--- src/rtl/cwms_pkg.sv ---
// ----------------------------------------------------------------------------
// cwms_pkg: shared types and helpers for the multiplexed seven-segment clock
// Holds the command codes, register indexes, time limits and the digit
// decoder used by the clock datapath.
// ----------------------------------------------------------------------------
package cwms_pkg;

    // Command codes carried by an input word. The remaining code is ignored.
    typedef enum logic [1:0] {
        CMD_TICK    = 2'd0,
        CMD_ADVANCE = 2'd1,
        CMD_SET     = 2'd2
    } cmd_t;

    // Register indexes on the configuration port.
    localparam logic REG_SCAN  = 1'b0;
    localparam logic REG_BLINK = 1'b1;

    // Reset values and limits.
    localparam logic [7:0] SCAN_RESET  = 8'd50;
    localparam logic [7:0] BLINK_RESET = 8'd100;
    localparam logic [6:0] SEG_DARK    = 7'h7F;
    localparam logic [3:0] EN_NONE     = 4'hF;
    localparam logic [5:0] SEC_WRAP    = 6'd60;
    localparam logic [5:0] MIN_WRAP    = 6'd60;
    localparam logic [4:0] HOUR_WRAP   = 5'd24;
    localparam logic [5:0] SEC_MAX     = 6'd59;
    localparam logic [5:0] MIN_MAX     = 6'd59;
    localparam logic [4:0] HOUR_MAX    = 5'd23;
    localparam logic [5:0] RADIX       = 6'd10;

    // Lit segments (a..g in bits 0..6) for the decimal digits.
    localparam logic [6:0] LIT_PATTERN [10] = '{
        7'h3F, 7'h06, 7'h5B, 7'h4F, 7'h66, 7'h6D, 7'h7D, 7'h07, 7'h7F, 7'h6F
    };

    // Tens digit of a six-bit count, found by a short compare chain.
    function automatic logic [2:0] tens_of(input logic [5:0] v);
        logic [2:0] t;
        if (v >= 6'd60)
            t = 3'd6;
        else if (v >= 6'd50)
            t = 3'd5;
        else if (v >= 6'd40)
            t = 3'd4;
        else if (v >= 6'd30)
            t = 3'd3;
        else if (v >= 6'd20)
            t = 3'd2;
        else if (v >= 6'd10)
            t = 3'd1;
        else
            t = 3'd0;
        return t;
    endfunction

    // Units digit of a six-bit count.
    function automatic logic [3:0] units_of(input logic [5:0] v);
        logic [5:0] r;
        r = v - (6'(tens_of(v)) * RADIX);
        return r[3:0];
    endfunction

    // Active-low seven-segment decoder; codes above nine stay dark.
    function automatic logic [6:0] decode_digit(input logic [3:0] d);
        logic [6:0] seg;
        if (d > 4'd9)
            seg = SEG_DARK;
        else
            seg = ~LIT_PATTERN[d] & SEG_DARK;
        return seg;
    endfunction

endpackage

--- src/rtl/clock_with_multiplexed_seven_segment.sv ---
// ----------------------------------------------------------------------------
// clock_with_multiplexed_seven_segment: 24-hour clock with display scan
// Keeps seconds, minutes and hours, drives a blinking dot and scans four
// seven-segment digits, one word in and one result word out per command.
// ----------------------------------------------------------------------------
// Usage:
//   Input words (cmd, set_seconds, set_minutes, set_hours) arrive on a
//   valid/ready channel; each one yields exactly one result word (segments,
//   digit enables, dot level and current time) on the output channel.
//   A word is captured in an input register, processed by the counter and
//   decoder logic once the output register can take it, and the result
//   lands in that output register. Throughput is one word per cycle while
//   the receiver does not stall, set by the single pass through the
//   counter and decoder logic between the two registers.
//   When the receiver stalls, the output register holds its word, the input
//   register holds the next one, and in_ready drops only when both are full.
//   Reset clears the time to 00:00:00, loads both countdowns and periods with
//   their defaults (scan 50, blink 100), darkens all segments and digits and
//   clears the dot. The user writes the periods over the APB port at byte
//   addresses 0 (scan) and 4 (blink) only while the block is idle, which it
//   does not enforce; a new period takes effect at the next countdown reload.
// ----------------------------------------------------------------------------
module clock_with_multiplexed_seven_segment (
    input  logic        clk,
    input  logic        rst_n,
    // Configuration port
    input  logic        psel,
    input  logic        penable,
    input  logic        pwrite,
    input  logic [2:0]  paddr,
    input  logic [31:0] pwdata,
    output logic [31:0] prdata,
    output logic        pready,
    // Input channel
    input  logic        in_valid,
    output logic        in_ready,
    input  logic [1:0]  cmd,
    input  logic [5:0]  set_seconds,
    input  logic [5:0]  set_minutes,
    input  logic [4:0]  set_hours,
    // Output channel
    output logic        out_valid,
    input  logic        out_ready,
    output logic [6:0]  segment_lines,
    output logic [3:0]  digit_enables,
    output logic        dot_level,
    output logic [5:0]  cur_seconds,
    output logic [5:0]  cur_minutes,
    output logic [4:0]  cur_hours
);
    import cwms_pkg::*;

    // Configuration registers
    logic [7:0] scan_period_reg;
    logic [7:0] blink_period_reg;
    logic       cfg_write;

    // Input word register
    logic       in_valid_reg;
    cmd_t       cmd_reg;
    logic [5:0] set_sec_reg;
    logic [5:0] set_min_reg;
    logic [4:0] set_hour_reg;

    // Clock and display state
    logic [5:0] sec_reg,   sec_next;
    logic [5:0] min_reg,   min_next;
    logic [4:0] hour_reg,  hour_next;
    logic [7:0] scan_cnt_reg,  scan_cnt_next;
    logic [7:0] blink_cnt_reg, blink_cnt_next;
    logic [1:0] scan_pos_reg,  scan_pos_next;
    logic [6:0] seg_reg,   seg_next;
    logic [3:0] en_reg,    en_next;
    logic       dot_reg,   dot_next;

    // Output word register
    logic       out_valid_reg;
    logic [6:0] out_seg_reg;
    logic [3:0] out_en_reg;
    logic       out_dot_reg;
    logic [5:0] out_sec_reg;
    logic [5:0] out_min_reg;
    logic [4:0] out_hour_reg;

    // Datapath helpers
    logic       out_free;
    logic       proc;
    logic [7:0] scan_dec;
    logic [7:0] blink_dec;
    logic [5:0] sec_inc;
    logic [5:0] min_inc;
    logic [4:0] hour_inc;
    logic [3:0] digit;
    logic       set_ok;

    // APB access: writes land on the access cycle, reads are combinational.
    assign pready    = 1'b1;
    assign cfg_write = psel && penable && pwrite && pready;
    assign prdata    = (paddr[2] == REG_BLINK) ? {24'd0, blink_period_reg}
                                               : {24'd0, scan_period_reg};

    always_ff @(posedge clk or negedge rst_n)
    begin
        if (!rst_n)
        begin
            scan_period_reg  <= SCAN_RESET;
            blink_period_reg <= BLINK_RESET;
        end
        else if (cfg_write)
        begin
            unique case (paddr[2])
                REG_SCAN:  scan_period_reg  <= pwdata[7:0];
                REG_BLINK: blink_period_reg <= pwdata[7:0];
                default:   ;
            endcase
        end
    end

    // Handshake: a word is processed when the output register can take it.
    assign out_free = !out_valid_reg || out_ready;
    assign proc     = in_valid_reg && out_free;
    assign in_ready = !in_valid_reg || out_free;

    always_ff @(posedge clk or negedge rst_n)
    begin
        if (!rst_n)
            in_valid_reg <= 1'b0;
        else if (in_ready)
            in_valid_reg <= in_valid;
    end

    always_ff @(posedge clk)
    begin
        if (in_valid && in_ready)
        begin
            cmd_reg      <= cmd_t'(cmd);
            set_sec_reg  <= set_seconds;
            set_min_reg  <= set_minutes;
            set_hour_reg <= set_hours;
        end
    end

    // Counter arithmetic used by the command arms.
    assign scan_dec  = scan_cnt_reg - 8'd1;
    assign blink_dec = blink_cnt_reg - 8'd1;
    assign sec_inc   = sec_reg + 6'd1;
    assign min_inc   = min_reg + 6'd1;
    assign hour_inc  = hour_reg + 5'd1;
    assign set_ok    = (set_sec_reg <= SEC_MAX) && (set_min_reg <= MIN_MAX)
                    && (set_hour_reg <= HOUR_MAX);

    // Digit selected by the scan position.
    always_comb
    begin
        unique case (scan_pos_reg)
            2'd0:    digit = units_of(min_reg);
            2'd1:    digit = {1'b0, tens_of(min_reg)};
            2'd2:    digit = units_of({1'b0, hour_reg});
            default: digit = {1'b0, tens_of({1'b0, hour_reg})};
        endcase
    end

    // Next state for the processed word.
    always_comb
    begin
        sec_next       = sec_reg;
        min_next       = min_reg;
        hour_next      = hour_reg;
        scan_cnt_next  = scan_cnt_reg;
        blink_cnt_next = blink_cnt_reg;
        scan_pos_next  = scan_pos_reg;
        seg_next       = seg_reg;
        en_next        = en_reg;
        dot_next       = dot_reg;
        if (proc)
        begin
            unique case (cmd_reg)
                CMD_TICK:
                begin
                    if (blink_dec == 8'd0)
                    begin
                        blink_cnt_next = blink_period_reg;
                        dot_next       = ~dot_reg;
                    end
                    else
                        blink_cnt_next = blink_dec;
                    if (scan_dec == 8'd0)
                    begin
                        scan_cnt_next = scan_period_reg;
                        seg_next      = decode_digit(digit);
                        en_next       = ~(4'b0001 << scan_pos_reg);
                        scan_pos_next = scan_pos_reg + 2'd1;
                    end
                    else
                        scan_cnt_next = scan_dec;
                end
                CMD_ADVANCE:
                begin
                    if (sec_inc >= SEC_WRAP)
                    begin
                        sec_next = 6'd0;
                        if (min_inc >= MIN_WRAP)
                        begin
                            min_next  = 6'd0;
                            hour_next = (hour_inc >= HOUR_WRAP) ? 5'd0 : hour_inc;
                        end
                        else
                            min_next = min_inc;
                    end
                    else
                        sec_next = sec_inc;
                end
                CMD_SET:
                begin
                    if (set_ok)
                    begin
                        sec_next  = set_sec_reg;
                        min_next  = set_min_reg;
                        hour_next = set_hour_reg;
                    end
                end
                default: ;
            endcase
        end
    end

    // State registers.
    always_ff @(posedge clk or negedge rst_n)
    begin
        if (!rst_n)
        begin
            sec_reg       <= 6'd0;
            min_reg       <= 6'd0;
            hour_reg      <= 5'd0;
            scan_cnt_reg  <= SCAN_RESET;
            blink_cnt_reg <= BLINK_RESET;
            scan_pos_reg  <= 2'd0;
            seg_reg       <= SEG_DARK;
            en_reg        <= EN_NONE;
            dot_reg       <= 1'b0;
        end
        else
        begin
            sec_reg       <= sec_next;
            min_reg       <= min_next;
            hour_reg      <= hour_next;
            scan_cnt_reg  <= scan_cnt_next;
            blink_cnt_reg <= blink_cnt_next;
            scan_pos_reg  <= scan_pos_next;
            seg_reg       <= seg_next;
            en_reg        <= en_next;
            dot_reg       <= dot_next;
        end
    end

    // Output word register.
    always_ff @(posedge clk or negedge rst_n)
    begin
        if (!rst_n)
            out_valid_reg <= 1'b0;
        else if (out_free)
            out_valid_reg <= proc;
    end

    always_ff @(posedge clk)
    begin
        if (proc)
        begin
            out_seg_reg  <= seg_next;
            out_en_reg   <= en_next;
            out_dot_reg  <= dot_next;
            out_sec_reg  <= sec_next;
            out_min_reg  <= min_next;
            out_hour_reg <= hour_next;
        end
    end

    assign out_valid     = out_valid_reg;
    assign segment_lines = out_seg_reg;
    assign digit_enables = out_en_reg;
    assign dot_level     = out_dot_reg;
    assign cur_seconds   = out_sec_reg;
    assign cur_minutes   = out_min_reg;
    assign cur_hours     = out_hour_reg;

`ifndef SYNTHESIS
    // The time counts never leave their ranges.
    assert property (@(posedge clk) disable iff (!rst_n)
        (sec_reg <= SEC_MAX) && (min_reg <= MIN_MAX) && (hour_reg <= HOUR_MAX))
        else $error("time count out of range");

    // At most one digit is enabled at a time.
    assert property (@(posedge clk) disable iff (!rst_n)
        (en_reg == EN_NONE) || $onehot(~en_reg))
        else $error("more than one digit enabled");

    // A processed word always produces a result word.
    assert property (@(posedge clk) disable iff (!rst_n)
        proc |=> out_valid_reg)
        else $error("processed word produced no result");

    // A pending input word that cannot move is held.
    assert property (@(posedge clk) disable iff (!rst_n)
        (in_valid_reg && !out_free) |=> (in_valid_reg && $stable(cmd_reg)))
        else $error("pending input word lost");

    // The scan position advances only on a tick.
    assert property (@(posedge clk) disable iff (!rst_n)
        (scan_pos_reg != scan_pos_next) |-> (proc && (cmd_reg == CMD_TICK)))
        else $error("scan position moved without a tick");
`endif

endmodule

--- config.mk ---
export PLATFORM = sky130hd
export DESIGN_NAME = clock_with_multiplexed_seven_segment
export DESIGN_NICKNAME = d
export VERILOG_FILES = /design/src/rtl/cwms_pkg.sv /design/src/rtl/clock_with_multiplexed_seven_segment.sv
export SDC_FILE = /design/constraint.sdc
export NUM_CORES = 1
export LEC_CHECK = 0
export ABC_AREA = 1
export BUFFER_PORTS_ARGS = -buffer_cell sky130_fd_sc_hd__buf_4
export CAP_MARGIN = 10
export CORE_ASPECT_RATIO = 1.2
export CORE_MARGIN = 3
export CORE_UTILIZATION = 40
export CTS_CLUSTER_SIZE = 12
export DETAILED_ROUTE_END_ITERATION = 6
export PLACE_DENSITY = 0.58
export SLEW_MARGIN = 20
export SYNTH_ARGS = -nofsm -noshare
export SYNTH_HDL_FRONTEND = slang
export SYNTH_SLANG_ARGS = --single-unit
--- constraint.sdc ---
create_clock -name clk -period 3.35 [get_ports clk]
set_clock_uncertainty 0.05 [all_clocks]
set_input_delay 0.1675 -clock clk [delete_from_list [all_inputs] [get_ports clk]]
set_output_delay 0.1675 -clock clk [all_outputs]
set_load 0.1 [all_outputs]
Word-level counts from Yosys, hierarchy flattened

Memory sizes are Yosys's and may differ from the RTL's.
Index checks and enable logic that the tools add are counted.

Bits in registers: 113
Output and inout port bits: 64
Bits of input ports: 61
Memory bits (writable): 0
Bits in read-only memories: 112
Word-level logic and storage cells: 127
Latch bits: 0
Memories: 1

Multiply operators: 2
Order comparisons: 20
Bitwise logic cells: 5
Shift-type cells: 1
Mux-type cells: 45
Reduce and logical (&&, ||, !) cells: 18
Div/mod/pow operators: 0
Add/subtract/negate cells: 8
Equal/unequal tests: 4

Memory list:

| memory           | words | width | rd ports | clocked after memory_dff | write ports | line           | source |
|---|---|---|---|---|---|---|---|
| (name not given) | 16    | 7     | 1        | 0                        | 0           | cwms_pkg.sv:70 | `seg = ~LIT_PATTERN[d] & SEG_DARK;` |

Operator list:

| operator                                                          | number |
|---|---|
| two-way mux 6 bit                                                 | 7 |
| two-way mux 7 bit                                                 | 6 |
| two-way mux 3 bit                                                 | 11 |
| greater-or-equal comparator 6 bit, second input constant          | 5 |
| two-way mux 5 bit                                                 | 5 |
| two-way mux 8 bit                                                 | 3 |
| case mux 6 bit (2 select lines)                                   | 2 |
| greater-or-equal comparator 5 bit, second input constant          | 4 |
| greater-or-equal comparator 5 x 6 -> 1 bit, second input constant | 3 |
| zero test 8 bit                                                   | 2 |
| subtractor 8 x 1 -> 8 bit, second input constant                  | 2 |
| adder 6 x 1 -> 6 bit, second input constant                       | 2 |
| greater-or-equal comparator 6 x 5 -> 1 bit, second input constant | 2 |
| less-or-equal comparator 6 bit, second input constant             | 2 |
| two-way mux 4 bit                                                 | 3 |
| case mux 4 bit (3 select lines)                                   | 1 |
| case mux 5 bit (2 select lines)                                   | 1 |
| subtractor 4 bit                                                  | 2 |
| inverter 7 bit                                                    | 1 |
| greater-or-equal comparator 6 x 4 -> 1 bit, second input constant | 1 |
| logical AND 1 bit                                                 | 6 |
| multiplier 3 x 3 -> 3 bit, second input constant                  | 2 |
| AND reduction 2 bit                                               | 3 |
| adder 5 x 1 -> 5 bit, second input constant                       | 1 |
| other kinds (16)                                                  | 26 |

Logic depth before layout (Yosys ltp)

Depth after elaboration: 20
Mapped depth: 20
Gate-level depth less buffers: 20

Worst setup path before layout

OpenSTA, ideal clock, no wires.

Kind: register to register
Start: register out_valid_reg (netlist: out_valid)
End: register cmd_reg[0], enable pin
Data arrival time: 2.486 ns
Path buffers: 0
Clock period less this slack: 2.869 ns
Required time: 2.967 ns
Stages on the path, launching flop included: 4
Setup time: 0.333 ns
Path slack: 0.481 ns
Cell sequence: dfrtp_1 nand3_1 nand2_1 inv_1

Word-level cells in the longest chain between the ends: 4

Ends and longest elaborated chain:

| item                   | line                                        | source |
|---|---|---|
| start, declared        | clock_with_multiplexed_seven_segment.sv:77  | `logic out_valid_reg;` |
| start signal, assigned | clock_with_multiplexed_seven_segment.sv:262 | `out_valid_reg <= proc;` |
| zero test 1 bit        | clock_with_multiplexed_seven_segment.sv:120 | `assign out_free = !out_valid_reg \|\| out_ready;` |
| logical OR 1 bit       | clock_with_multiplexed_seven_segment.sv:120 |  |
| logical OR 1 bit       | clock_with_multiplexed_seven_segment.sv:122 | `assign in_ready = !in_valid_reg \|\| out_free;` |
| via in_ready           | clock_with_multiplexed_seven_segment.sv:36  | `output logic in_ready,` |
| logical AND 1 bit      | clock_with_multiplexed_seven_segment.sv:134 | `if (in_valid && in_ready)` |
| end signal, assigned   | clock_with_multiplexed_seven_segment.sv:136 | `cmd_reg <= cmd_t'(cmd);` |
| end, declared          | clock_with_multiplexed_seven_segment.sv:60  | `cmd_t cmd_reg;` |

The timed path passes the listed nets, and every way through them passes these cells.
A chain may end at the register's enable or synchronous reset.

Worst setup path in the final report

Start: register hour_reg[3]
End: register out_seg_reg[6] (netlist: segment_lines[6]) (data pin)

Word-level cells in the longest chain between the ends: 20
Elaborated cells between the ends (all ways): 26
Those cells by class: add/sub: 1; mul: 1; order compare: 7; mux: 14; bitwise: 2; memory: 1

Ends and longest elaborated chain:

| item                                                 | line                                        | source |
|---|---|---|
| start, declared                                      | clock_with_multiplexed_seven_segment.sv:68  | `logic [4:0] hour_reg, hour_next;` |
| start signal, assigned                               | clock_with_multiplexed_seven_segment.sv:246 | `hour_reg <= hour_next;` |
| greater-or-equal comparator 5 x 4 -> 1 bit           | cwms_pkg.sv:50                              | `else if (v >= 6'd10)` |
| two-way mux 1 bit                                    | cwms_pkg.sv:50                              |  |
| two-way mux 2 bit                                    | cwms_pkg.sv:48                              | `else if (v >= 6'd20)` |
| two-way mux 3 bit                                    | cwms_pkg.sv:46                              | `else if (v >= 6'd30)` |
| two-way mux 3 bit                                    | cwms_pkg.sv:44                              | `else if (v >= 6'd40)` |
| two-way mux 3 bit                                    | cwms_pkg.sv:42                              | `else if (v >= 6'd50)` |
| two-way mux 3 bit                                    | cwms_pkg.sv:40                              | `if (v >= 6'd60)` |
| two-way mux 3 bit                                    | clock_with_multiplexed_seven_segment.sv:155 | `unique case (scan_pos_reg)` |
| (+4 left out)                                        | n/a                                         |  |
| memory read (16 x 7 bit)                             | n/a                                         |  |
| two-way mux 7 bit (implied by the code) (2 in a row) | cwms_pkg.sv:70                              |  |
| inverter 7 bit                                       | cwms_pkg.sv:70                              |  |
| two-way mux 7 bit *                                  | cwms_pkg.sv:67                              | `if (d > 4'd9)` |
| two-way mux 7 bit *                                  | clock_with_multiplexed_seven_segment.sv:187 | `if (scan_dec == 8'd0)` |
| two-way mux 7 bit *                                  | clock_with_multiplexed_seven_segment.sv:177 | `unique case (cmd_reg)` |
| two-way mux 7 bit *                                  | clock_with_multiplexed_seven_segment.sv:175 | `if (proc)` |
| via seg_next[6]                                      | clock_with_multiplexed_seven_segment.sv:72  | `logic [6:0] seg_reg, seg_next;` |
| end signal, assigned                                 | clock_with_multiplexed_seven_segment.sv:269 | `out_seg_reg <= seg_next;` |
| end, declared                                        | clock_with_multiplexed_seven_segment.sv:78  | `logic [6:0] out_seg_reg;` |

The timed path passes the listed nets; every way through them passes the cells marked *. The select of a mux whose other input is x is not followed.

==> reports/results.txt <==
Router iterations before antenna repair = 5
Synth cell count leaders = nand2_1 (130), o21ai_0 (72), inv_1 (70), edfxtp_1 (48), dfrtp_1 (42)
Setup TNS Final = 0 ps
Final period util = 89.7%
Post-layout min period = 3000 ps
Setup crit end kind = flop
Clk_lat worst skew = 410 ps
Initial Utilization = 41.1%
Detailed placer's ending HPWL = 9.22 mm
CTS max path bufs = 2
WP data arrival = 3100 ps
# diodes = 0
Count leader, synth = nand2_1
Peak VDD IR = 0.000400 V
WS Path Type = flop to flop
Post-route antenna net violation count = 0
Synthesis-to-layout area growth = 25.5%
Final slew viol count = 0
Post-layout util = 51.6%
I/O pin count = 125
Clock root cell = clkbuf_16
Worst hold path type = input pin to asynchronous set/reset pin
# resized after CTS = 0
CTS Buf Count = 17
Slew HR = 44.4%
Via density = 4.85
Wire per inst = 13.4 um
Area contributors post-synth = edfxtp_1 (24%), dfrtp_1 (18%), dfstp_2 (10%), nand2_1 (8.2%), o21ai_0 (6.1%)
Post-synth EDFFs = 48
Largest net degree at the start of global routing = 66
PortBufs = 73
Primary FF master, synth = edfxtp_1
Post-CTS Setup Inserts = 0
Top Metal Used = met4
Dpl cell area = 6590 sq um
Post-synth top area cell = edfxtp_1
Slew of the pin with the lowest slew margin = 834 ps
Core ar. = 14500 sq um
RSZ-0062 raised after global routing = false
Seq cells post-synth = 113
Crit-path max FO = 8
Syn Std Cell Area = 5960 sq um
First-pass GRT wire length = 21.3 mm
Vias after detailed routing = 4642
Routability Congestion = 0.827
Max Clock Freq = 333 MHz
Setup ws final = 347 ps
Power Dens Cells = 935 nW/um^2
WL final = 12.9 mm
Area share of the largest cell type after synthesis = 24.2%
Grt total ovfl = 0
Die Ht = 140 um
Final setup violation count = 0
Std-Cell Rows = 48
Number of warnings issued by yosys = 0
Avg Cell Area, Syn = 9.33 sq um
Gr usage total = 16.0%
Leakage = 3.37 nW
Final instance area = 7470 sq um
Nets = 830
Die width = 117 um
Maxcap violations = 0
Startpoint Class = flop
Share of cells above drive strength 1 = 18.9%
DRC Markers = 0
Clock Pin Slew Worst Setup and Hold Paths = 50 ps
Antenna violations before repair = 0
Initial DRC count = 186
WL met2 = 6.63 mm
Total die area = 16400 sq um
DP Worst Slack = 362 ps
H-tree levels = 4
CTS tree = built
CTS Hold Buffers Added = 30
Distinct cells, synth = 48
Asr flop ratio synth = 57.5%
Seq/Total Area, Yosys = 52.0%
CP required = 3450 ps
Vias in the first global route = 4580
Syn Inst Count = 638
Clock Sinks = 113
DR WL met3 = 524 um
Status = completed
Hold Vio Cnt, Final = 0
M1 WL = 5.51 mm
## where the power goes
part / switching, mW / total (mW) / internal [mW]
Clock: 0.584 / 1.71 / 1.13
Combinational: 2.13 / 3.01 / 0.876
Sequential: 0.300 / 2.27 / 1.97
## cell usage in the layout (no fill, tap or decap), types with 3 or more instances in the layout
master,n
nand4_1,8
nor3_1,8
a21oi_1,27
a21boi_1,3
xnor2_1,7
nor2_4,3
clkbuf_16,19
dfstp_2,23
nor2_1,27
or2_2,5
clkbuf_1,4
xor2_1,12
buf_4,76
clkbuf_8,5
o21a_1,7
nand3_1,33
dlygate4sd3_1,30
inv_1,70
o211ai_1,8
edfxtp_1,48
ha_1,22
o21ai_0,72
conb_1,25
mux2i_1,3
clkinv_2,4
dfrtp_1,42
nand2_1,130
a2bb2oi_1,4
a22oi_1,3
## path summary, 6_finish.rpt
path                            cells past startpoint        start                  end  slack [ps]
worst max-delay path                               13  hour_reg[3]     segment_lines[6]         350
worst min-delay path                                2        rst_n     blink_cnt_reg[3]         350
worst max register to register                     13  hour_reg[3]     segment_lines[6]         350
worst min register to register                      1      dot_reg              dot_reg         410
max in group asynchronous                           2        rst_n          hour_reg[1]        2350
min in group clk                                    3     paddr[2]  blink_period_reg[6]         380
## critical path: stages, from the launching register on
cell and delay [ps]:
dfrtp_1 400, inv_1 200, nor3_1 110, a311oi_1 220, inv_1 100, ha_1 210
fa_1 440, o22ai_1 180, a21oi_1 70, nor2_1 170, inv_1 120, or2_2 300
nand3_1 100, a21oi_1 90
## routing by layer
| layer | GRT usage, % | vias to the layer above |
|---|---|---|
| li1 | - | 2310 |
| met1 | 18.3 | 2201 |
| met2 | 28.2 | 116 |
| met3 | 4.15 | 15 |
| met4 | 7.47 | 0 |
| met5 | 0 | - |
## cell type report
type	instances	area [sq um]
multi-input cells	435	2400
flip-flops and latches	113	3100
fillers	1292	7000
clock buffers	28	559
repair buffers	106	871
inverters	72	270
well taps	200	250
clock inverters	4	20.0
## per-stage QoR
step,cells,total power [mW],hold slack (ps)
2_1_floorplan,661,4.63,-178
4_1_cts,958,7.04,359
3_3_place_gp,896,5.18,273
3_5_place_dp,896,5.25,281
5_1_grt,958,7.45,407
6_report,958,6.99,352
## logic make-up after synthesis
| family | share of synthesized area (%) |
|---|---|
| XOR/XNOR | 2.79 |
| buffers and inverters | 9.08 |
| multiplexers | 0.504 |
| flip-flops | 52.0 |
| adder cells (fa/ha/maj) | 5.29 |
| other | 0.126 |
| AO/OA/AOI/OAI | 13.6 |
| AND/OR/NAND/NOR | 16.6 |
No activity file was read; power rests on OpenSTA's default activity.
